===== src/sv/sfd_pkg.sv =====
// Package for the SLIP frame decoder: SLIP byte codes, default frame limit
// and the result record type. No dependencies.
`timescale 1ns / 1ps
`default_nettype none

package sfd_pkg;

  localparam int unsigned MaxFrameDefault = 256;

  localparam logic [7:0] SlipEnd    = 8'hC0;
  localparam logic [7:0] SlipEsc    = 8'hDB;
  localparam logic [7:0] SlipEscEnd = 8'hDC;
  localparam logic [7:0] SlipEscEsc = 8'hDD;

  localparam logic KindByte = 1'b0;
  localparam logic KindEnd  = 1'b1;

  typedef struct packed {
    logic        kind;
    logic [7:0]  data_byte;
    logic [7:0]  byte_index;
    logic [8:0]  frame_length;
    logic [7:0]  frame_type;
    logic        frame_had_error;
    logic [31:0] error_total;
    logic [31:0] frame_total;
  } result_t;

endpackage

`default_nettype wire


===== src/sv/slip_frame_decoder_top.sv =====
// SLIP receive decoder, top level. Depends on sfd_pkg.
// Decodes one raw link byte per request into payload bytes and frame ends.
//
// Usage:
//   Input channel: in_valid_i / in_stall_o carry raw_byte_i, one link byte
//   per request. Output channel: out_valid_o / out_stall_i carry one result
//   (kind_o 0 payload byte with its index, kind_o 1 frame end with length,
//   type, error flag) plus the running error and frame totals.
//   Result: a result is registered and appears in the cycle after its byte is taken.
//   Throughput: one byte per cycle while in_stall_o is low; the decode and state
//   update sit between the input and the single result register, and bytes that
//   give no result (pre-sync bytes, ESC, empty END, overflow bytes) are still taken.
//   Stall: while a result waits under out_stall_i, in_stall_o is raised, so
//   the result register holds and no byte is lost. As soon as the result is
//   taken a new byte is taken in the same cycle.
//   Reset: rst_ni low clears sync, escape state, frame fill and both
//   totals; bytes are then dropped until the first END.
`timescale 1ns / 1ps
`default_nettype none

module slip_frame_decoder_top import sfd_pkg::*; #(
  parameter int unsigned MAX_FRAME = MaxFrameDefault
) (
  input  wire logic        clk_i,
  input  wire logic        rst_ni,
  input  wire logic        in_valid_i,
  output logic             in_stall_o,
  input  wire logic [7:0]  raw_byte_i,
  output logic             out_valid_o,
  input  wire logic        out_stall_i,
  output logic             kind_o,
  output logic [7:0]       data_byte_o,
  output logic [7:0]       byte_index_o,
  output logic [8:0]       frame_length_o,
  output logic [7:0]       frame_type_o,
  output logic             frame_had_error_o,
  output logic [31:0]      error_total_o,
  output logic [31:0]      frame_total_o
);

  localparam int unsigned FillW = $clog2(MAX_FRAME + 1);
  localparam logic [FillW-1:0] FillMax = FillW'(MAX_FRAME);

  logic             sync_q, sync_d;
  logic             esc_q, esc_d;
  logic [FillW-1:0] fill_q, fill_d;
  logic [7:0]       type_q, type_d;
  logic             err_in_q, err_in_d;
  logic [31:0]      err_cnt_q, err_cnt_d;
  logic [31:0]      frm_cnt_q, frm_cnt_d;

  logic    out_valid_q, out_valid_d;
  result_t res_q, res_d;

  logic        in_acc;
  logic        emit;
  logic        keep;
  logic [7:0]  dec_byte;

  assign in_stall_o = out_valid_q & out_stall_i;
  assign in_acc     = in_valid_i & ~in_stall_o;

  always_comb begin
    sync_d    = sync_q;
    esc_d     = esc_q;
    fill_d    = fill_q;
    type_d    = type_q;
    err_in_d  = err_in_q;
    err_cnt_d = err_cnt_q;
    frm_cnt_d = frm_cnt_q;
    keep      = 1'b0;
    emit      = 1'b0;
    dec_byte  = raw_byte_i;
    res_d     = '0;

    if (in_acc) begin
      if (!sync_q) begin
        if (raw_byte_i == SlipEnd) begin
          sync_d   = 1'b1;
          esc_d    = 1'b0;
          fill_d   = '0;
          err_in_d = 1'b0;
          type_d   = '0;
        end
      end else if (esc_q) begin
        esc_d = 1'b0;
        keep  = 1'b1;
        case (raw_byte_i)
          SlipEscEnd: dec_byte = SlipEnd;
          SlipEscEsc: dec_byte = SlipEsc;
          default: begin
            err_cnt_d = err_cnt_q + 32'd1;
            err_in_d  = 1'b1;
          end
        endcase
      end else if (raw_byte_i == SlipEnd) begin
        if (fill_q == '0) begin
          err_in_d = 1'b0;
        end else begin
          frm_cnt_d             = frm_cnt_q + 32'd1;
          emit                  = 1'b1;
          res_d.kind            = KindEnd;
          res_d.frame_length    = 9'(fill_q);
          res_d.frame_type      = type_q;
          res_d.frame_had_error = err_in_q;
          fill_d                = '0;
          err_in_d              = 1'b0;
          type_d                = '0;
        end
      end else if (raw_byte_i == SlipEsc) begin
        esc_d = 1'b1;
      end else begin
        keep = 1'b1;
      end

      if (keep && fill_q != FillMax) begin
        emit             = 1'b1;
        res_d.kind       = KindByte;
        res_d.data_byte  = dec_byte;
        res_d.byte_index = 8'(fill_q);
        fill_d           = fill_q + FillW'(1);
        if (fill_q == '0) begin
          type_d = dec_byte;
        end
      end
    end

    res_d.error_total = err_cnt_d;
    res_d.frame_total = frm_cnt_d;
  end

  always_comb begin
    out_valid_d = out_valid_q;
    if (out_valid_q && !out_stall_i) begin
      out_valid_d = 1'b0;
    end
    if (emit) begin
      out_valid_d = 1'b1;
    end
  end

  always_ff @(posedge clk_i or negedge rst_ni) begin
    if (!rst_ni) begin
      sync_q      <= 1'b0;
      esc_q       <= 1'b0;
      fill_q      <= '0;
      type_q      <= '0;
      err_in_q    <= 1'b0;
      err_cnt_q   <= '0;
      frm_cnt_q   <= '0;
      out_valid_q <= 1'b0;
    end else begin
      sync_q      <= sync_d;
      esc_q       <= esc_d;
      fill_q      <= fill_d;
      type_q      <= type_d;
      err_in_q    <= err_in_d;
      err_cnt_q   <= err_cnt_d;
      frm_cnt_q   <= frm_cnt_d;
      out_valid_q <= out_valid_d;
    end
  end

  always_ff @(posedge clk_i) begin
    if (emit) begin
      res_q <= res_d;
    end
  end

  assign out_valid_o       = out_valid_q;
  assign kind_o            = res_q.kind;
  assign data_byte_o       = res_q.data_byte;
  assign byte_index_o      = res_q.byte_index;
  assign frame_length_o    = res_q.frame_length;
  assign frame_type_o      = res_q.frame_type;
  assign frame_had_error_o = res_q.frame_had_error;
  assign error_total_o     = res_q.error_total;
  assign frame_total_o     = res_q.frame_total;

endmodule

`default_nettype wire


===== config.mk =====
export PLATFORM = sky130hd
export DESIGN_NAME = slip_frame_decoder_top
export DESIGN_NICKNAME = d
export VERILOG_FILES = /design/src/sv/sfd_pkg.sv /design/src/sv/slip_frame_decoder_top.sv
export SDC_FILE = /design/constraint.sdc
export NUM_CORES = 1
export LEC_CHECK = 0
export ABC_CLOCK_PERIOD_IN_PS = 13000
export BUFFER_PORTS_ARGS = -buffer_cell sky130_fd_sc_hd__buf_2
export CORE_AREA = 2 2 132 108
export DETAILED_ROUTE_END_ITERATION = 6
export DIE_AREA = 0 0 134 110
export PLACE_DENSITY = 0.78
export REMOVE_ABC_BUFFERS = 1
export SYNTH_ARGS = -nofsm -noshare
export SYNTH_HDL_FRONTEND = slang
export SYNTH_SLANG_ARGS = --single-unit

===== constraint.sdc =====
create_clock -name clk_i -period 13 [get_ports clk_i]
set_input_delay 1.3 -clock clk_i [delete_from_list [all_inputs] [get_ports clk_i]]
set_output_delay 1.3 -clock clk_i [all_outputs]
set_load 0.02 [all_outputs]

# ---- After elaboration in Yosys (flattened, before gate mapping)
# Cells that the tools add are included.
dict set report word_totals {
  regBits 184
  in_bits 12
  wordCells 97
  out_inout_bits 101
}
dict set report op_classes {
  n_reduce_logical 15
  eq_ne 8
  muxes 49
  addsub 3
  bitwise 6
}
# op n
set ops {}
lappend ops {{2-to-1 mux 32 bit} 9}
lappend ops {{2-to-1 mux 8 bit} 9}
lappend ops {{adder 32 x 1 -> 32 bit, second input constant} 2}
lappend ops {{2-to-1 mux 9 bit} 6}
lappend ops {{equality test 8 bit, second input constant} 4}
lappend ops {{2-to-1 mux 1 bit} 24}
lappend ops {{one-hot mux 8 bit (2 select lines)} 1}
lappend ops {{adder 9 x 1 -> 9 bit, second input constant} 1}
lappend ops {{logical NOT 9 bit} 1}
lappend ops {{inequality test 9 bit, second input constant} 1}
lappend ops {{inequality test 3 x 2 -> 1 bit, second input constant} 2}
lappend ops {{AND reduction 2 bit} 3}
lappend ops {{nonzero test 3 bit} 2}
lappend ops {{AND reduction 5 bit} 1}
lappend ops {{OR reduction 5 bit} 1}
lappend ops {{inverter 1 bit} 4}
lappend ops {{nonzero test 2 bit} 2}
lappend ops {{OR reduction 2 bit} 2}
lappend ops {{inequality test 3 bit, second input constant} 1}
lappend ops {{AND 1 bit} 2}
lappend ops {{logical AND 1 bit} 2}
lappend ops {{logical NOT 1 bit} 1}

# ---- Logic depth before layout (Yosys ltp)
dict set report depth {
  depth_word 10
  ltp_mapped 8
  depth_no_buf 7
}

# ---- Worst setup path before layout
# Ideal clock, no wire load.
dict set report synth_path {
  kind {input port to flip-flop}
  startpoint {in in_valid_i}
  endpoint {reg res_q (netlist bit byte_index_o[0]), enable pin}
  required_time_ns 12.525
  t_arrival_ns 4.871
  slack_ns 7.655
  n_path_buf 2
  setup_time_ns 0.475
  cell_stages 6
  path_cell_list {a21boi_2 -> nand2_1 -> buf_2 -> nor3_1 -> clkbuf_1 -> nand2b_1}
}
dict set report synth_between {
  elab_chain_len 2
}
# item line_no
set synth_lines {}
lappend synth_lines {{start: declaration} slip_frame_decoder_top.sv:26} ;# input wire logic in_valid_i,
lappend synth_lines {{AND 1 bit} slip_frame_decoder_top.sv:61} ;# assign in_acc = in_valid_i & ~in_stall_o;
lappend synth_lines {{2-to-1 mux 1 bit} slip_frame_decoder_top.sv:76} ;# if (in_acc) begin
lappend synth_lines {{net emit} slip_frame_decoder_top.sv:56} ;# logic emit;
lappend synth_lines {{end signal: assignment} slip_frame_decoder_top.sv:166} ;# res_q <= res_d;
lappend synth_lines {{end: declaration} slip_frame_decoder_top.sv:53} ;# result_t res_q, res_d;
# The timed path passes the listed nets, and every way through them passes these cells.
# A chain may end at the register's enable or synchronous reset.

# ---- Worst setup path in the final report
dict set report layout_path {
  startpoint {in out_stall_i}
  endpoint {reg res_q (netlist bit frame_type_o[2]), enable pin}
}
dict set report layout_between {
  elab_chain_len 4
}
# item line_no
set layout_lines {}
lappend layout_lines {{start: declaration} slip_frame_decoder_top.sv:30} ;# input wire logic out_stall_i,
lappend layout_lines {{AND 1 bit} slip_frame_decoder_top.sv:60} ;# assign in_stall_o = out_valid_q & out_stall_i;
lappend layout_lines {{inverter 1 bit} slip_frame_decoder_top.sv:61}
lappend layout_lines {{AND 1 bit} slip_frame_decoder_top.sv:61}
lappend layout_lines {{2-to-1 mux 1 bit} slip_frame_decoder_top.sv:76}
lappend layout_lines {{net emit} slip_frame_decoder_top.sv:56}
# The timed path passes the listed nets, and every way through them passes these cells.

==> results by group <==
Worst setup path
  • Cell mode on critical path: buf_4
  • Cell family contributing the most delay on the critical path: simple AND/OR/NAND/NOR gates
  • Crit-path slowest cell: buf_4
  • Req. time, crit path: 13.06 ns
  • End point of the critical path: frame_type_o[2]
  • Origin of the critical flop-to-flop path: fill_q[0]
  • Crit Reg-Reg Endpoint: frame_type_o[2]
  • Number of buffer and inverter stages on the critical path: 3
  • Worst reg2reg setup slack: 9.58 ns
  • Crit path capture type: register
  • Cells along the critical path: buf_2 > a21boi_2 > nand2_1 > nor3_2 > buf_4 > nand2b_4 > buf_4
  • Stage delay of the slowest cell on the critical path: 0.67 ns
  • Type of origin of the critical path: input pin
  • Logic depth of the worst register-to-register path: 7
  • Worst setup path category: in2reg
  • Worst EP arrival: 3.83 ns
  • Worst-path fanout max: 54
  • Setup crit start: out_stall_i
  • Number of cells on the critical path: 7

CTS
  • Total clock sinks: 184
  • Number of gates given a new drive strength after cts: 0
  • Level count of the clock H-tree: 4
  • Clock-pin slew of the registers on the worst-case setup and hold paths: ~0.060 ns
  • Clk root buf: clkbuf_16
  • Clock tree buffer depth: 2
  • Number of buffers inserted by post-CTS setup repair: 0
  • Clk Latency, worst-skew pair: 0.43 ns
  • TritonCTS buffer count: 17
  • Clock tree from TritonCTS: done
  • Hold buffer count at CTS: 0

Global route
  • Maximum number of pins on one net before global-route repair: 77
  • Overall global routing resource usage: 21.08%
  • Initial antenna violation count: 0
  • First-pass GRT wire length: 23360 um
  • Grt ovf: 0
  • Vias in the first global route: 4543

Cells and area
  • Multi-input gate area in the final layout: 0.002136 mm2
  • Net count reported at finish: ~670
  • Area grow syn2layout: 18.25%
  • Most common cell after layout, fill and taps aside: buf_2
  • Filler instances: around 1000
  • Area of all placed cells without fillers: 0.008698 mm2
  • Most used cells in the layout excluding fill and tap cells: buf_2 (111), edfxtp_1 (99), dfrtp_1 (85)
  • Post-layout util: 65.11%
  • Number of antenna cells inserted: 0
  • Fraction of layout instances using a drive strength above 1: 25.30%
  • Final Instance Count excl. Fillers: roughly 850
  • Register Area: 0.005100 mm2

Timing
  • Fmax achieved: 265.6 MHz
  • Worst hold margin: between 0.4 and 0.5 ns
  • Endpoints failing hold: 0
  • Number of max-slew violations in the final report: 0
  • Final setup vio count: 0
  • Slew at the pin with the worst max-slew slack: 1.193 ns
  • Total negative slack: 0 ns
  • Period utilisation layout: 28.96%
  • Slack of the critical path: 9.235 ns
  • Relative slew slack: 19.92%
  • Unrepaired setup endpoints after global routing: no
  • Min Tclk post-route: between 3 and 4 ns
  • Largest clock skew in the final design: 0.007314 ns

Floorplan
  • Die Footprint: approximately 0.015 mm2
  • Top Ports: 113
  • Vert. Die Dim: between 100 and 150 um
  • Chip Width: about 130 um
  • Number of placement rows: 38
  • Std-Cell Core Area: 0.01336 mm2
  • Initial core utilization: 55.06%

Logic synthesis
  • Area contributors post-synth: edfxtp_1 (40%), dfrtp_1 (29%), xnor2_1 (5.1%), nand4_1 (2.5%), xor2_1 (2.3%)
  • Sequential-to-total area share from yosys stat: 69.33%
  • Count of flip-flops with a built-in enable after synthesis: 99
  • Post-synth design cell area: 0.007356 mm2
  • Share of Yosys cell area claimed by the top area cell type: between 40 and 50%
  • Flip-flop cell with the highest count after synthesis: edfxtp_1
  • Post-synthesis average cell area: 13.80 um2
  • Synth Instances: 533
  • Post-synthesis async set-or-reset flop share: between 40% and 50%
  • Dominant cell type by area after synthesis: edfxtp_1
  • Number of distinct standard cells referenced by the synthesized netlist: 53
  • Count of warnings emitted by yosys: 0
  • Post-synthesis register bit count: 184

Detailed routing
  • Length of the first detailed-routing pass in iterations: 5
  • Routed wire length per instance: approximately 17 um
  • Final routed wirelength across all metal layers: 14650 um
  • Antenna violation net count after detailed routing: 0
  • Number of vias per cell after detailed routing: ~5.6
  • Drt first-iter violations: 299
  • Vias after detailed routing: between 4k and 5k
  • Remaining routing DRC violations: 0

Power
  • Power per cell area: 149.5 mW/mm2
  • Static Leakage: approximately 3.7 nW
  • Switch share: 24.95%
  • Switching power total: 324.4 uW
  • Overall Power: 1.300 mW
  • Power share of the clock group: 38.5%
  • Internal power of the cells: 975.8 uW
  • Fraction of power consumed by sequential logic: between 50% and 60%
  • Comb pwr share: 8.8%
  • Worst vdd rail ir drop: 0.0001071 V

Hold path
  • Cells on Worst Hold Path: 1
  • Class of the most critical hold timing path: reg2reg

Placed design
  • Number of instances in the placed design: 816
  • Sum of net half-perimeters after detailed placement: 9692 um
  • Total placed instance area: 0.008118 mm2
  • Number of buffers added on ports: 112
  • Placement Setup Slack: 8.807 ns
  • Final weighted congestion in routability-driven placement: 0.9635

Run status
  • Run status: completed

Flow run
  • Number of maximum-capacitance violations: 0
==> sequential cells by signal, summed over array words and instances, names as in the netlist, 8 cells and up <==
register / cells
err_cnt_q: 32
frame_length_o: 9
data_byte_o: 8
error_total_o: 32
fill_q: 9
byte_index_o: 8
type_q: 8
frame_type_o: 8
frm_cnt_q: 32
frame_total_o: 32
==> logic make-up (layout without fill, tap and decap cells) <==
logic type,Yosys count,in the layout,share of synthesized area (%)
fa+ha+maj,4,4,0.6804
compound gates,24,24,2.177
flops,184,184,69.33
xor+xnor,62,62,7.382
mux,9,9,1.259
simple gates,221,221,17.37
buf+inv,29,164,1.803
==> cell usage after synthesis, types with 3 or more instances <==
cell	instances
nor4_1	17
o21ai_0	7
xnor2_1	43
and2_1	26
nand2_1	44
buf_2	7
nand4_1	29
a21oi_1	5
inv_1	15
and4_1	3
nor2_1	18
ha_1	4
dfrtp_1	85
clkbuf_1	4
mux2i_1	7
edfxtp_1	99
and2_2	3
xor2_1	19
nand3_1	30
nor3_1	15
and3_1	12
==> cell type report <==
type                            count  share of cell area, %
Clock inverter                     14                  1.741
Inverter                           15                 0.6473
Tap cell                          180                  2.589
Multi-Input combinational cell    320                  24.55
Timing Repair Buffer              117                  6.904
Sequential cell                   184                  58.63
Clock buffer                       18                  4.934
==> power by group through the flow <==
stage / Combinational (mW) / Clock [mW] / Sequential (mW)
6_report: 0.114 / 0.501 / 0.686
5_1_grt: 0.124 / 0.536 / 0.689
4_1_cts: 0.115 / 0.510 / 0.685
3_5_place_dp: 0.113 / 0 / 0.696
3_3_place_gp: 0.110 / 0 / 0.695
2_1_floorplan: 0.0456 / 0 / 0.718
==> per-layer routing <==
metal,GRT usage (%),share of wire [%],up-vias
met3,5.853,5.6,32
li1,-,-,2195
met2,33.44,48,150
met1,28.11,44,2338
met4,8.435,2.1,0
met5,0,0,-
==> how the worst min path moves through the flow <==
stage | start | end | slack [ns]
detailed placement | err_cnt_q[31] | err_cnt_q[31] | 0.46
floorplan | err_cnt_q[31] | err_cnt_q[31] | 0.43
finish | err_cnt_q[31] | err_cnt_q[31] | 0.47
global route | err_cnt_q[31] | err_cnt_q[31] | 0.51
global placement | err_cnt_q[31] | err_cnt_q[31] | 0.45
CTS | err_cnt_q[31] | err_cnt_q[31] | 0.47
==> worst register-to-register path, delay by kind of cell (launching register included) <==
family,cells,cell delay (ns)
fa+ha+maj,1,0.21
flops,1,0.43
compound gates,1,0.34
buf+inv,2,0.79
simple gates,3,1.24
(Power assumes the default switching activity.)
